===== config.mk =====
export PLATFORM = sky130hd
export DESIGN_NAME = resource_pool_with_fifo_waiters_core
export DESIGN_NICKNAME = d
export VERILOG_FILES = /design/src/rtl/rpw_pkg.sv /design/src/rtl/rpw_ctrl.sv /design/src/rtl/rpw_dp.sv /design/src/rtl/resource_pool_with_fifo_waiters_core.sv
export SDC_FILE = /design/constraint.sdc
export NUM_CORES = 1
export LEC_CHECK = 0
export ABC_AREA = 0
export BUFFER_PORTS_ARGS = -buffer_cell sky130_fd_sc_hd__buf_2
export CORE_MARGIN = 2
export CORE_UTILIZATION = 55
export DETAILED_ROUTE_END_ITERATION = 10
export PLACE_DENSITY = 0.79
export SLEW_MARGIN = 20
export SYNTH_ARGS = -nofsm -noshare
export SYNTH_HDL_FRONTEND = slang
export SYNTH_SLANG_ARGS = --single-unit

===== constraint.sdc =====
create_clock -name clk -period 4.6 [get_ports clk]
set_input_delay 0.46 -clock clk [delete_from_list [all_inputs] [get_ports clk]]
set_output_delay 0.46 -clock clk [all_outputs]
set_load 0.01 [all_outputs]

===== src/rtl/rpw_pkg.sv =====
// Shared types and codes for the resource pool with FIFO waiters.
// Used by the controller, the datapath, the top level and the checker.
package rpw_pkg;

	localparam int ID_W   = 4;
	localparam int TAG_W  = 8;
	localparam int CNT_W  = 5;
	localparam int ACT_W  = 2;
	localparam int STS_W  = 4;
	localparam int DATA_W = 32;
	localparam int ADDR_W = 3;

	// action codes carried by an input word; the fourth code is ignored
	localparam logic [ACT_W-1:0] ACT_ACQUIRE = 2'd0;
	localparam logic [ACT_W-1:0] ACT_RELEASE = 2'd1;
	localparam logic [ACT_W-1:0] ACT_CLOSE   = 2'd2;

	// register index, taken from paddr[2]
	localparam logic REG_POOL_COUNT = 1'b0;

	localparam logic [CNT_W-1:0] POOL_COUNT_RST = 5'd16;

	typedef enum logic [STS_W-1:0] {
		STS_GRANTED        = 4'd0,
		STS_QUEUED         = 4'd1,
		STS_REFUSED_CLOSED = 4'd2,
		STS_REFUSED_FULL   = 4'd3,
		STS_HANDED         = 4'd4,
		STS_RETURNED       = 4'd5,
		STS_CANCELLED      = 4'd6,
		STS_CLOSE_DONE     = 4'd7,
		STS_ALREADY_CLOSED = 4'd8,
		STS_OVERFLOW       = 4'd9
	} status_t;

	typedef enum logic [2:0] {
		ST_IDLE,
		ST_EXEC,
		ST_DRAIN,
		ST_GAP,
		ST_FINISH
	} state_t;

	typedef enum logic [2:0] {
		OP_NONE,
		OP_LATCH,
		OP_EXEC,
		OP_CANCEL,
		OP_FINISH
	} dp_op_t;

	typedef struct packed {
		dp_op_t op;
	} dp_cmd_t;

	typedef struct packed {
		logic [ACT_W-1:0] action;
		logic             closed;
		logic             no_waiters;
		logic             one_waiter;
		logic             out_free;
	} dp_status_t;

endpackage


===== src/rtl/rpw_ctrl.sv =====
// Controller state machine for the resource pool.
// Depends on rpw_pkg; drives command words into rpw_dp.
module rpw_ctrl (
	input  logic                clk,
	input  logic                arst_n,
	input  logic                req_valid,
	input  rpw_pkg::dp_status_t sts,
	output logic                req_stall,
	output rpw_pkg::dp_cmd_t    cmd
);
	import rpw_pkg::*;

	state_t state_q;
	state_t state_d;

	always_ff @(posedge clk or negedge arst_n) begin
		if (!arst_n) begin
			state_q <= ST_IDLE;
		end else begin
			state_q <= state_d;
		end
	end

	always_comb begin
		state_d   = state_q;
		cmd.op    = OP_NONE;
		req_stall = 1'b1;
		case (state_q)
			ST_IDLE: begin
				req_stall = 1'b0;
				if (req_valid) begin
					cmd.op  = OP_LATCH;
					state_d = ST_EXEC;
				end
			end
			ST_EXEC: begin
				if (sts.out_free) begin
					cmd.op = OP_EXEC;
					// an open pool with waiters goes on to cancel them
					if (sts.action == ACT_CLOSE && !sts.closed && !sts.no_waiters) begin
						state_d = ST_DRAIN;
					end else begin
						state_d = ST_IDLE;
					end
				end
			end
			ST_DRAIN: begin
				if (sts.out_free) begin
					cmd.op  = OP_CANCEL;
					state_d = sts.one_waiter ? ST_FINISH : ST_GAP;
				end
			end
			ST_GAP: begin
				// let the queue read catch up with the new head
				state_d = ST_DRAIN;
			end
			ST_FINISH: begin
				if (sts.out_free) begin
					cmd.op  = OP_FINISH;
					state_d = ST_IDLE;
				end
			end
			default: begin
				state_d = ST_IDLE;
			end
		endcase
	end

endmodule


===== src/rtl/rpw_dp.sv =====
// Datapath of the resource pool: free stack, waiter queue, counters, output register.
// Depends on rpw_pkg; commanded by rpw_ctrl.
module rpw_dp #(
	parameter int POOL_SLOTS   = 16,
	parameter int WAITER_DEPTH = 16
) (
	input  logic                              clk,
	input  logic                              arst_n,
	input  rpw_pkg::dp_cmd_t                  cmd,
	output rpw_pkg::dp_status_t               sts,
	input  logic                              cfg_we,
	input  logic [rpw_pkg::CNT_W-1:0]         cfg_count,
	input  logic [rpw_pkg::ACT_W-1:0]         action,
	input  logic [rpw_pkg::TAG_W-1:0]         requester_tag,
	input  logic [rpw_pkg::ID_W-1:0]          context_id,
	output logic                              rsp_valid,
	input  logic                              rsp_stall,
	output logic [rpw_pkg::STS_W-1:0]         status,
	output logic [rpw_pkg::TAG_W-1:0]         requester_tag_res,
	output logic [rpw_pkg::ID_W-1:0]          context_id_res,
	output logic [rpw_pkg::CNT_W-1:0]         free_count,
	output logic [rpw_pkg::CNT_W-1:0]         waiter_count,
	output logic                              last
);
	import rpw_pkg::*;

	localparam int DW     = $clog2(POOL_SLOTS + 1);
	localparam int SAW    = (POOL_SLOTS > 1) ? $clog2(POOL_SLOTS) : 1;
	localparam int TW     = $clog2(WAITER_DEPTH + 1);
	localparam int WAW    = (WAITER_DEPTH > 1) ? $clog2(WAITER_DEPTH) : 1;
	localparam int RST_N  = (int'(POOL_COUNT_RST) > POOL_SLOTS) ? POOL_SLOTS
	                                                             : int'(POOL_COUNT_RST);

	// free stack and waiter queue
	logic [ID_W-1:0]  stack_mem [POOL_SLOTS];
	logic [TAG_W-1:0] fifo_mem [WAITER_DEPTH];
	logic [ID_W-1:0]  stack_rd_q;
	logic [TAG_W-1:0] fifo_rd_q;

	logic [DW-1:0]    depth_q, depth_d;
	logic [DW-1:0]    orig_q, orig_d;
	logic [WAW-1:0]   head_q, head_d, head_nx;
	logic [WAW-1:0]   tail_q, tail_d, tail_nx;
	logic [TW-1:0]    total_q, total_d;
	logic             closed_q, closed_d;

	logic [ACT_W-1:0] act_q;
	logic [TAG_W-1:0] tag_q;
	logic [ID_W-1:0]  id_q;

	logic             rsp_valid_q;
	logic [STS_W-1:0] rsp_status_q;
	logic [TAG_W-1:0] rsp_tag_q;
	logic [ID_W-1:0]  rsp_id_q;
	logic [CNT_W-1:0] rsp_free_q;
	logic [CNT_W-1:0] rsp_wait_q;
	logic             rsp_last_q;

	logic             out_free;
	logic [DW-1:0]    top_idx;
	logic [DW+ID_W-1:0] top_ext;
	logic [ID_W-1:0]  top_id;
	logic             stack_full, fifo_full, no_waiters, one_waiter;
	logic [DW+CNT_W-1:0] cfg_ext;
	logic [DW+CNT_W-1:0] slots_ext;
	logic [DW-1:0]    install_n;

	logic             emit, e_last, wait_zero, stack_we, fifo_we;
	status_t          e_sts;
	logic [TAG_W-1:0] e_tag;
	logic [ID_W-1:0]  e_id;
	logic [DW+CNT_W-1:0] free_ext;
	logic [TW+CNT_W-1:0] wait_ext;

	assign out_free   = !rsp_valid_q || !rsp_stall;
	assign top_idx    = depth_q - DW'(1);
	assign top_ext    = {{ID_W{1'b0}}, top_idx};
	// entries below the installed mark still hold their own index
	assign top_id     = (top_idx < orig_q) ? top_ext[ID_W-1:0] : stack_rd_q;
	assign stack_full = (depth_q == DW'(POOL_SLOTS));
	assign fifo_full  = (total_q == TW'(WAITER_DEPTH));
	assign no_waiters = (total_q == '0);
	assign one_waiter = (total_q == TW'(1));
	assign head_nx    = (head_q == WAW'(WAITER_DEPTH - 1)) ? '0 : head_q + WAW'(1);
	assign tail_nx    = (tail_q == WAW'(WAITER_DEPTH - 1)) ? '0 : tail_q + WAW'(1);

	// saturate the written count to the stack size
	assign cfg_ext    = {{DW{1'b0}}, cfg_count};
	assign slots_ext  = (DW+CNT_W)'(POOL_SLOTS);
	assign install_n  = (cfg_ext > slots_ext) ? slots_ext[DW-1:0] : cfg_ext[DW-1:0];

	assign sts.action     = act_q;
	assign sts.closed     = closed_q;
	assign sts.no_waiters = no_waiters;
	assign sts.one_waiter = one_waiter;
	assign sts.out_free   = out_free;

	always_comb begin
		emit      = 1'b0;
		e_last    = 1'b1;
		wait_zero = 1'b0;
		e_sts     = STS_GRANTED;
		e_tag     = '0;
		e_id      = '0;
		stack_we  = 1'b0;
		fifo_we   = 1'b0;
		depth_d   = depth_q;
		orig_d    = orig_q;
		head_d    = head_q;
		tail_d    = tail_q;
		total_d   = total_q;
		closed_d  = closed_q;
		case (cmd.op)
			OP_EXEC: begin
				case (act_q)
					ACT_ACQUIRE: begin
						emit  = 1'b1;
						e_tag = tag_q;
						if (closed_q) begin
							e_sts = STS_REFUSED_CLOSED;
						end else if (depth_q != '0) begin
							e_sts   = STS_GRANTED;
							e_id    = top_id;
							depth_d = depth_q - DW'(1);
						end else if (!fifo_full) begin
							e_sts   = STS_QUEUED;
							fifo_we = 1'b1;
							tail_d  = tail_nx;
							total_d = total_q + TW'(1);
						end else begin
							e_sts = STS_REFUSED_FULL;
						end
					end
					ACT_RELEASE: begin
						emit = 1'b1;
						e_id = id_q;
						if (!no_waiters) begin
							e_sts   = STS_HANDED;
							e_tag   = fifo_rd_q;
							head_d  = head_nx;
							total_d = total_q - TW'(1);
						end else if (!stack_full) begin
							e_sts    = STS_RETURNED;
							stack_we = 1'b1;
							depth_d  = depth_q + DW'(1);
							if (depth_q < orig_q) begin
								orig_d = depth_q;
							end
						end else begin
							e_sts = STS_OVERFLOW;
						end
					end
					ACT_CLOSE: begin
						if (closed_q) begin
							emit  = 1'b1;
							e_sts = STS_ALREADY_CLOSED;
						end else begin
							closed_d = 1'b1;
							if (no_waiters) begin
								emit   = 1'b1;
								e_sts  = STS_CLOSE_DONE;
								head_d = '0;
								tail_d = '0;
							end
						end
					end
					default: begin
					end
				endcase
			end
			OP_CANCEL: begin
				emit      = 1'b1;
				e_last    = 1'b0;
				wait_zero = 1'b1;
				e_sts     = STS_CANCELLED;
				e_tag     = fifo_rd_q;
				head_d    = head_nx;
				total_d   = total_q - TW'(1);
			end
			OP_FINISH: begin
				emit   = 1'b1;
				e_sts  = STS_CLOSE_DONE;
				head_d = '0;
				tail_d = '0;
			end
			default: begin
			end
		endcase
	end

	assign free_ext = {{CNT_W{1'b0}}, depth_d};
	assign wait_ext = {{CNT_W{1'b0}}, total_d};

	always_ff @(posedge clk or negedge arst_n) begin
		if (!arst_n) begin
			depth_q  <= DW'(RST_N);
			orig_q   <= DW'(RST_N);
			head_q   <= '0;
			tail_q   <= '0;
			total_q  <= '0;
			closed_q <= 1'b0;
		end else if (cfg_we) begin
			depth_q  <= install_n;
			orig_q   <= install_n;
		end else begin
			depth_q  <= depth_d;
			orig_q   <= orig_d;
			head_q   <= head_d;
			tail_q   <= tail_d;
			total_q  <= total_d;
			closed_q <= closed_d;
		end
	end

	always_ff @(posedge clk) begin
		if (stack_we) begin
			stack_mem[depth_q[SAW-1:0]] <= id_q;
		end
		stack_rd_q <= stack_mem[top_idx[SAW-1:0]];
	end

	always_ff @(posedge clk) begin
		if (fifo_we) begin
			fifo_mem[tail_q] <= tag_q;
		end
		fifo_rd_q <= fifo_mem[head_q];
	end

	always_ff @(posedge clk) begin
		if (cmd.op == OP_LATCH) begin
			act_q <= action;
			tag_q <= requester_tag;
			id_q  <= context_id;
		end
	end

	always_ff @(posedge clk or negedge arst_n) begin
		if (!arst_n) begin
			rsp_valid_q <= 1'b0;
		end else if (emit) begin
			rsp_valid_q <= 1'b1;
		end else if (!rsp_stall) begin
			rsp_valid_q <= 1'b0;
		end
	end

	always_ff @(posedge clk) begin
		if (emit) begin
			rsp_status_q <= e_sts;
			rsp_tag_q    <= e_tag;
			rsp_id_q     <= e_id;
			rsp_free_q   <= free_ext[CNT_W-1:0];
			rsp_wait_q   <= wait_zero ? '0 : wait_ext[CNT_W-1:0];
			rsp_last_q   <= e_last;
		end
	end

	assign rsp_valid         = rsp_valid_q;
	assign status            = rsp_status_q;
	assign requester_tag_res = rsp_tag_q;
	assign context_id_res    = rsp_id_q;
	assign free_count        = rsp_free_q;
	assign waiter_count      = rsp_wait_q;
	assign last              = rsp_last_q;

endmodule


===== src/rtl/resource_pool_with_fifo_waiters_core.sv =====
// Top level of the resource pool with FIFO waiters: register port and instances.
// Depends on rpw_pkg, rpw_ctrl and rpw_dp.
//
// Use:
//   Request channel (req_valid / req_stall): one word carries action, requester_tag
//   and context_id. A word is taken at a rising edge with req_valid high and
//   req_stall low. Acquire hands out the top free id or queues the tag; release
//   passes the id to the oldest waiter or pushes it back; close cancels every
//   waiter, oldest first, and ends with a close-done word.
//   Response channel (rsp_valid / rsp_stall): one word per result, last marks
//   the final word of a request. Action code 3 produces no word.
//   Timing: a request is latched in the idle state and executed in the exec
//   state once the output register is free; its result is registered there and
//   the controller returns to idle to take the next request. A close with
//   waiters emits one cancel per drain state, with a gap state between cancels
//   for the registered read of the waiter queue at its new head.
//   A stalled response holds its word; the request side may still take one
//   new word, which then waits for the output register to free up.
//   Reset: pool_count returns to 16, the stack holds ids 0 to 15 (highest on
//   top), the queue is empty and the pool is open. No clearing pass is needed.
//   Writing pool_count (address 0) rebuilds the stack at once; waiters and the
//   closed flag are kept. Write it only while the block is idle.
module resource_pool_with_fifo_waiters_core #(
	parameter int POOL_SLOTS   = 16,
	parameter int WAITER_DEPTH = 16
) (
	input  logic                          clk,
	input  logic                          arst_n,
	// register port
	input  logic                          psel,
	input  logic                          penable,
	input  logic                          pwrite,
	input  logic [rpw_pkg::ADDR_W-1:0]    paddr,
	input  logic [rpw_pkg::DATA_W-1:0]    pwdata,
	output logic [rpw_pkg::DATA_W-1:0]    prdata,
	output logic                          pready,
	// request channel
	input  logic                          req_valid,
	output logic                          req_stall,
	input  logic [rpw_pkg::ACT_W-1:0]     action,
	input  logic [rpw_pkg::TAG_W-1:0]     requester_tag,
	input  logic [rpw_pkg::ID_W-1:0]      context_id,
	// response channel
	output logic                          rsp_valid,
	input  logic                          rsp_stall,
	output logic [rpw_pkg::STS_W-1:0]     status,
	output logic [rpw_pkg::TAG_W-1:0]     requester_tag_res,
	output logic [rpw_pkg::ID_W-1:0]      context_id_res,
	output logic [rpw_pkg::CNT_W-1:0]     free_count,
	output logic [rpw_pkg::CNT_W-1:0]     waiter_count,
	output logic                          last
);
	import rpw_pkg::*;

	logic             cfg_we;
	logic [CNT_W-1:0] pool_count_q;
	dp_cmd_t          cmd;
	dp_status_t       sts;

	// no wait states on the register port
	assign pready = 1'b1;
	assign cfg_we = psel && penable && pwrite && pready && (paddr[2] == REG_POOL_COUNT);

	// hold the raw written count for read-back; the datapath saturates it
	always_ff @(posedge clk or negedge arst_n) begin
		if (!arst_n) begin
			pool_count_q <= POOL_COUNT_RST;
		end else if (cfg_we) begin
			pool_count_q <= pwdata[CNT_W-1:0];
		end
	end

	assign prdata = (paddr[2] == REG_POOL_COUNT) ? {{(DATA_W-CNT_W){1'b0}}, pool_count_q}
	                                             : '0;

	rpw_ctrl u_ctrl (
		.clk       (clk),
		.arst_n    (arst_n),
		.req_valid (req_valid),
		.sts       (sts),
		.req_stall (req_stall),
		.cmd       (cmd)
	);

	rpw_dp #(
		.POOL_SLOTS   (POOL_SLOTS),
		.WAITER_DEPTH (WAITER_DEPTH)
	) u_dp (
		.clk               (clk),
		.arst_n            (arst_n),
		.cmd               (cmd),
		.sts               (sts),
		.cfg_we            (cfg_we),
		.cfg_count         (pwdata[CNT_W-1:0]),
		.action            (action),
		.requester_tag     (requester_tag),
		.context_id        (context_id),
		.rsp_valid         (rsp_valid),
		.rsp_stall         (rsp_stall),
		.status            (status),
		.requester_tag_res (requester_tag_res),
		.context_id_res    (context_id_res),
		.free_count        (free_count),
		.waiter_count      (waiter_count),
		.last              (last)
	);

endmodule


==> flow_metrics.tcl <==
set metrics [dict create \
    multi_input_area_um2 3820 \
    synthSimpleGateAreaFrac 0.0806 \
    synth_commonest_cells "edfxtp_1 (233), nand2_1 (64), nor2_1 (59), mux4_2 (44), o21ai_0 (40)" \
    ys_seq_elements 278 \
    criticalPathCategory "reg -> reg" \
    critPathArrivalTime_ns 3.77 \
    yosys.area.top_type "edfxtp_1" \
    hp-start "context_id[3]" \
    vdd_drop_max_mv 0.332 \
    drt.antenna.violating_nets 0 \
    first_pass_iters 5 \
    ys_types 76 \
    finClkSkew_ns 0.0157 \
    finalCritPeriodShare 0.782 \
    ys_seq_area_frac 0.656 \
    regArea_um2 8070 \
    initial_utilization 0.562 \
    synthMuxAreaShare 0.102 \
    grt_pass1_vias 7155 \
    holdPathStages 1 \
    synth_area_per_cell_um2 14.6 \
    clk_latency_ns 0.55 \
    worstReg2RegStart "u_dp.depth_q[1]" \
    cp-end-kind "flip-flop" \
    synth_top_area_share 0.569 \
    synthXorXnorAreaFrac 0.00356 \
    finalSetupTns_ns 0 \
    hold_path.class "in -> reg" \
    area.growth.synth_to_final_pct 11.0 \
    die_area_um2 23600 \
    cp_slowest_stage_delay_ns 0.69 \
    fin_crit_ns 3.60 \
    ys_top_cells_by_area "edfxtp_1 (57%), mux4_2 (8.1%), dfrtp_1 (6.1%)" \
    reg2reg_slack_ns 1.00 \
    antenna_cells 0 \
    synthMostInstantiatedCell "edfxtp_1" \
    htree_num_levels 1 \
    hold_viol_final 0 \
    yosysWarningCount 0 \
    cts_repair_resize_count 0 \
    cp-startpoint "u_dp.depth_q[1]" \
    grt_pass1_wl_mm 39.6 \
    antenna_found_initial 0 \
    tightest_slew_ns 0.967 \
    async_reset_ff_frac 0.119 \
    drive_above_1_share 0.186 \
    power_mw 6.99 \
    fp.dieH_um 154 \
    dieWidth_um 154 \
    maxSlewHeadroom 0.350 \
    setup_viol 0 \
    syn-cell-area_um2 12300 \
    synth_top_family_by_area "multiplexers" \
    grt_usage 0.213 \
    rsz0062_at_grt "false" \
    drt_iter0_drc 687 \
    syn_inst 842 \
    max_freq_mhz 278 \
    status "finished clean" \
    min_to "u_dp.id_q[3]" \
    cts_setup_buffers 0 \
    n_fill_cell 1587 \
    cts-root-buf "clkbuf_16" \
    grt_max_degree 34 \
    clock-sinks 278 \
    synth-adder-area-share 0.0254 \
    drc_errors 0 \
    startpoint_type "flip-flop" \
    overflow 0 \
    powerDensity_nw_per_um2 511 \
    vias_per_cell 6.07 \
    synth-main-ff-cell "edfxtp_1" \
    reg2reg_to "u_dp.fifo_mem[12][3]" \
    crit_slowest_cell "nor2_1" \
    cts_buffer_depth 3 \
    r2r_cells 7 \
    cp_max_fo 9 \
    dp.final_hpwl_mm 16.7 \
    crit_path_cell_trace "inv_1 > ha_1 > or4b_1 > nor3_1 > and2_1 > nand2_1 > nor2_1" \
    p_leak_nw 4.85 \
    required_ns 4.77 \
    synth-edff-count 233 \
    tritoncts "done" \
    routabilityCongestion 0.890 \
    path_clk_slew_ns 0.06 \
    nets 982 \
    num_rows 54 \
    wl_mm 25.1 \
    num_vias 7307 \
    maxCapViolations 0 \
    wl_per_cell_um 20.9 \
    slew_violations 0 \
    core_region_area_um2 21900 \
    synth_compound_area_frac 0.0909 \
    pin_count 118 \
    cts_buffers 29 \
    io_buffers 60 \
]
==> critical path: cells and delay by family (launching register included) <==
| family | cells | cell delay, ns |
|---|---|---|
| adders and majority gates | 1 | 0.34 |
| buffers and inverters | 1 | 0.17 |
| DFF | 1 | 0.50 |
| and+or+nand+nor | 5 | 2.21 |
==> per-stage QoR <==
| stage | worst slack, ns | std cells | instance area (µm²) | hold WS [ns] | utilization |
|---|---|---|---|---|---|
| after floorplan | 1.39 | 868 | 12400 | 0.164 | - |
| after global placement | 1.24 | 1149 | 12700 | 0.446 | 0.582 |
| after detailed placement | 1.16 | 1149 | 12700 | 0.460 | 0.582 |
| after CTS | 1.08 | 1203 | 13700 | 0.0669 | 0.624 |
| after global routing | 0.813 | 1203 | 13700 | 0.0622 | 0.624 |
| final | 1.00 | 1203 | 13700 | 0.0880 | 0.624 |
==> sequential cells by signal, indices dropped and copies added (netlist names), 8 cells and up <==
signal / cells
u_dp.fifo_mem: 128
u_dp.stack_mem: 64
u_dp.fifo_rd_q: 8
u_dp.requester_tag_res: 8
u_dp.tag_q: 8
==> cells in the final DEF (no fill, tap or decap), types with 5 or more instances in the layout <==
| cell type | count |
|---|---|
| edfxtp_1 | 233 |
| clkinv_2 | 6 |
| mux2i_1 | 24 |
| nor2b_1 | 12 |
| a221oi_1 | 9 |
| nand3_1 | 7 |
| inv_1 | 28 |
| ha_1 | 25 |
| clkbuf_1 | 6 |
| a22oi_1 | 6 |
| clkinv_1 | 6 |
| buf_4 | 13 |
| nor3_1 | 16 |
| conb_1 | 28 |
| buf_2 | 60 |
| dfxtp_1 | 12 |
| nand2b_1 | 8 |
| mux4_2 | 44 |
| clkbuf_16 | 29 |
| a22o_1 | 12 |
| a32oi_1 | 5 |
| a31oi_1 | 7 |
| nand2_1 | 64 |
| o21ai_0 | 40 |
| dfrtp_1 | 29 |
| a21oi_1 | 28 |
| nor2_1 | 59 |
==> layout make-up <==
type,instances,area share
clock buffer,37,0.0568
multi-input combinational,489,0.280
clock inverter,16,0.00907
tap,280,0.0256
timing repair buffer,74,0.0299
sequential,278,0.591
inverter,29,0.00797
==> cell families after synthesis <==
logic type               count (synthesis)
other                                    2
AND/OR/NAND/NOR                        199
buffers and inverters                  101
AO/OA/AOI/OAI                          162
flip-flops                             278
adder cells (fa/ha/maj)                 25
multiplexers                            70
XOR/XNOR                                 5
==> routing by layer <==
layer  global-route usage  vias up  wire (µm)
li1                     -     3307          -
met1                0.316     3619      10900
met2                0.331      332      11600
met3               0.0378       49       1990
met4               0.0581        0        577
met5                    0        -          0
==> how the worst max path moves through the flow <==
stage | to | slack, ns | depth (start not counted)
global placement | u_dp.fifo_mem[12][2] | 1.24 | 7
detailed placement | u_dp.fifo_mem[15][2] | 1.16 | 7
floorplan | u_dp.fifo_mem[3][0] | 1.39 | 10
global route | u_dp.fifo_mem[4][4] | 0.81 | 7
finish | u_dp.fifo_mem[12][3] | 1.00 | 7
CTS | u_dp.fifo_mem[12][3] | 1.08 | 7
==> what timing repair did <==
action                                 CTS  global route
setup endpoints to repair                0             0
hold buffers                             1             0
endpoints found under the hold margin   10             0
==> where the power goes <==
part | internal (mW) | total, mW | leakage [nW] | switching [mW]
Combinational | 0.731 | 1.57 | 1.78 | 0.843
Sequential | 2.94 | 3.23 | 2.62 | 0.296
Clock | 1.25 | 2.18 | 0.443 | 0.927
Total | 4.92 | 6.99 | 4.85 | 2.07
(Power assumes the default switching activity.)
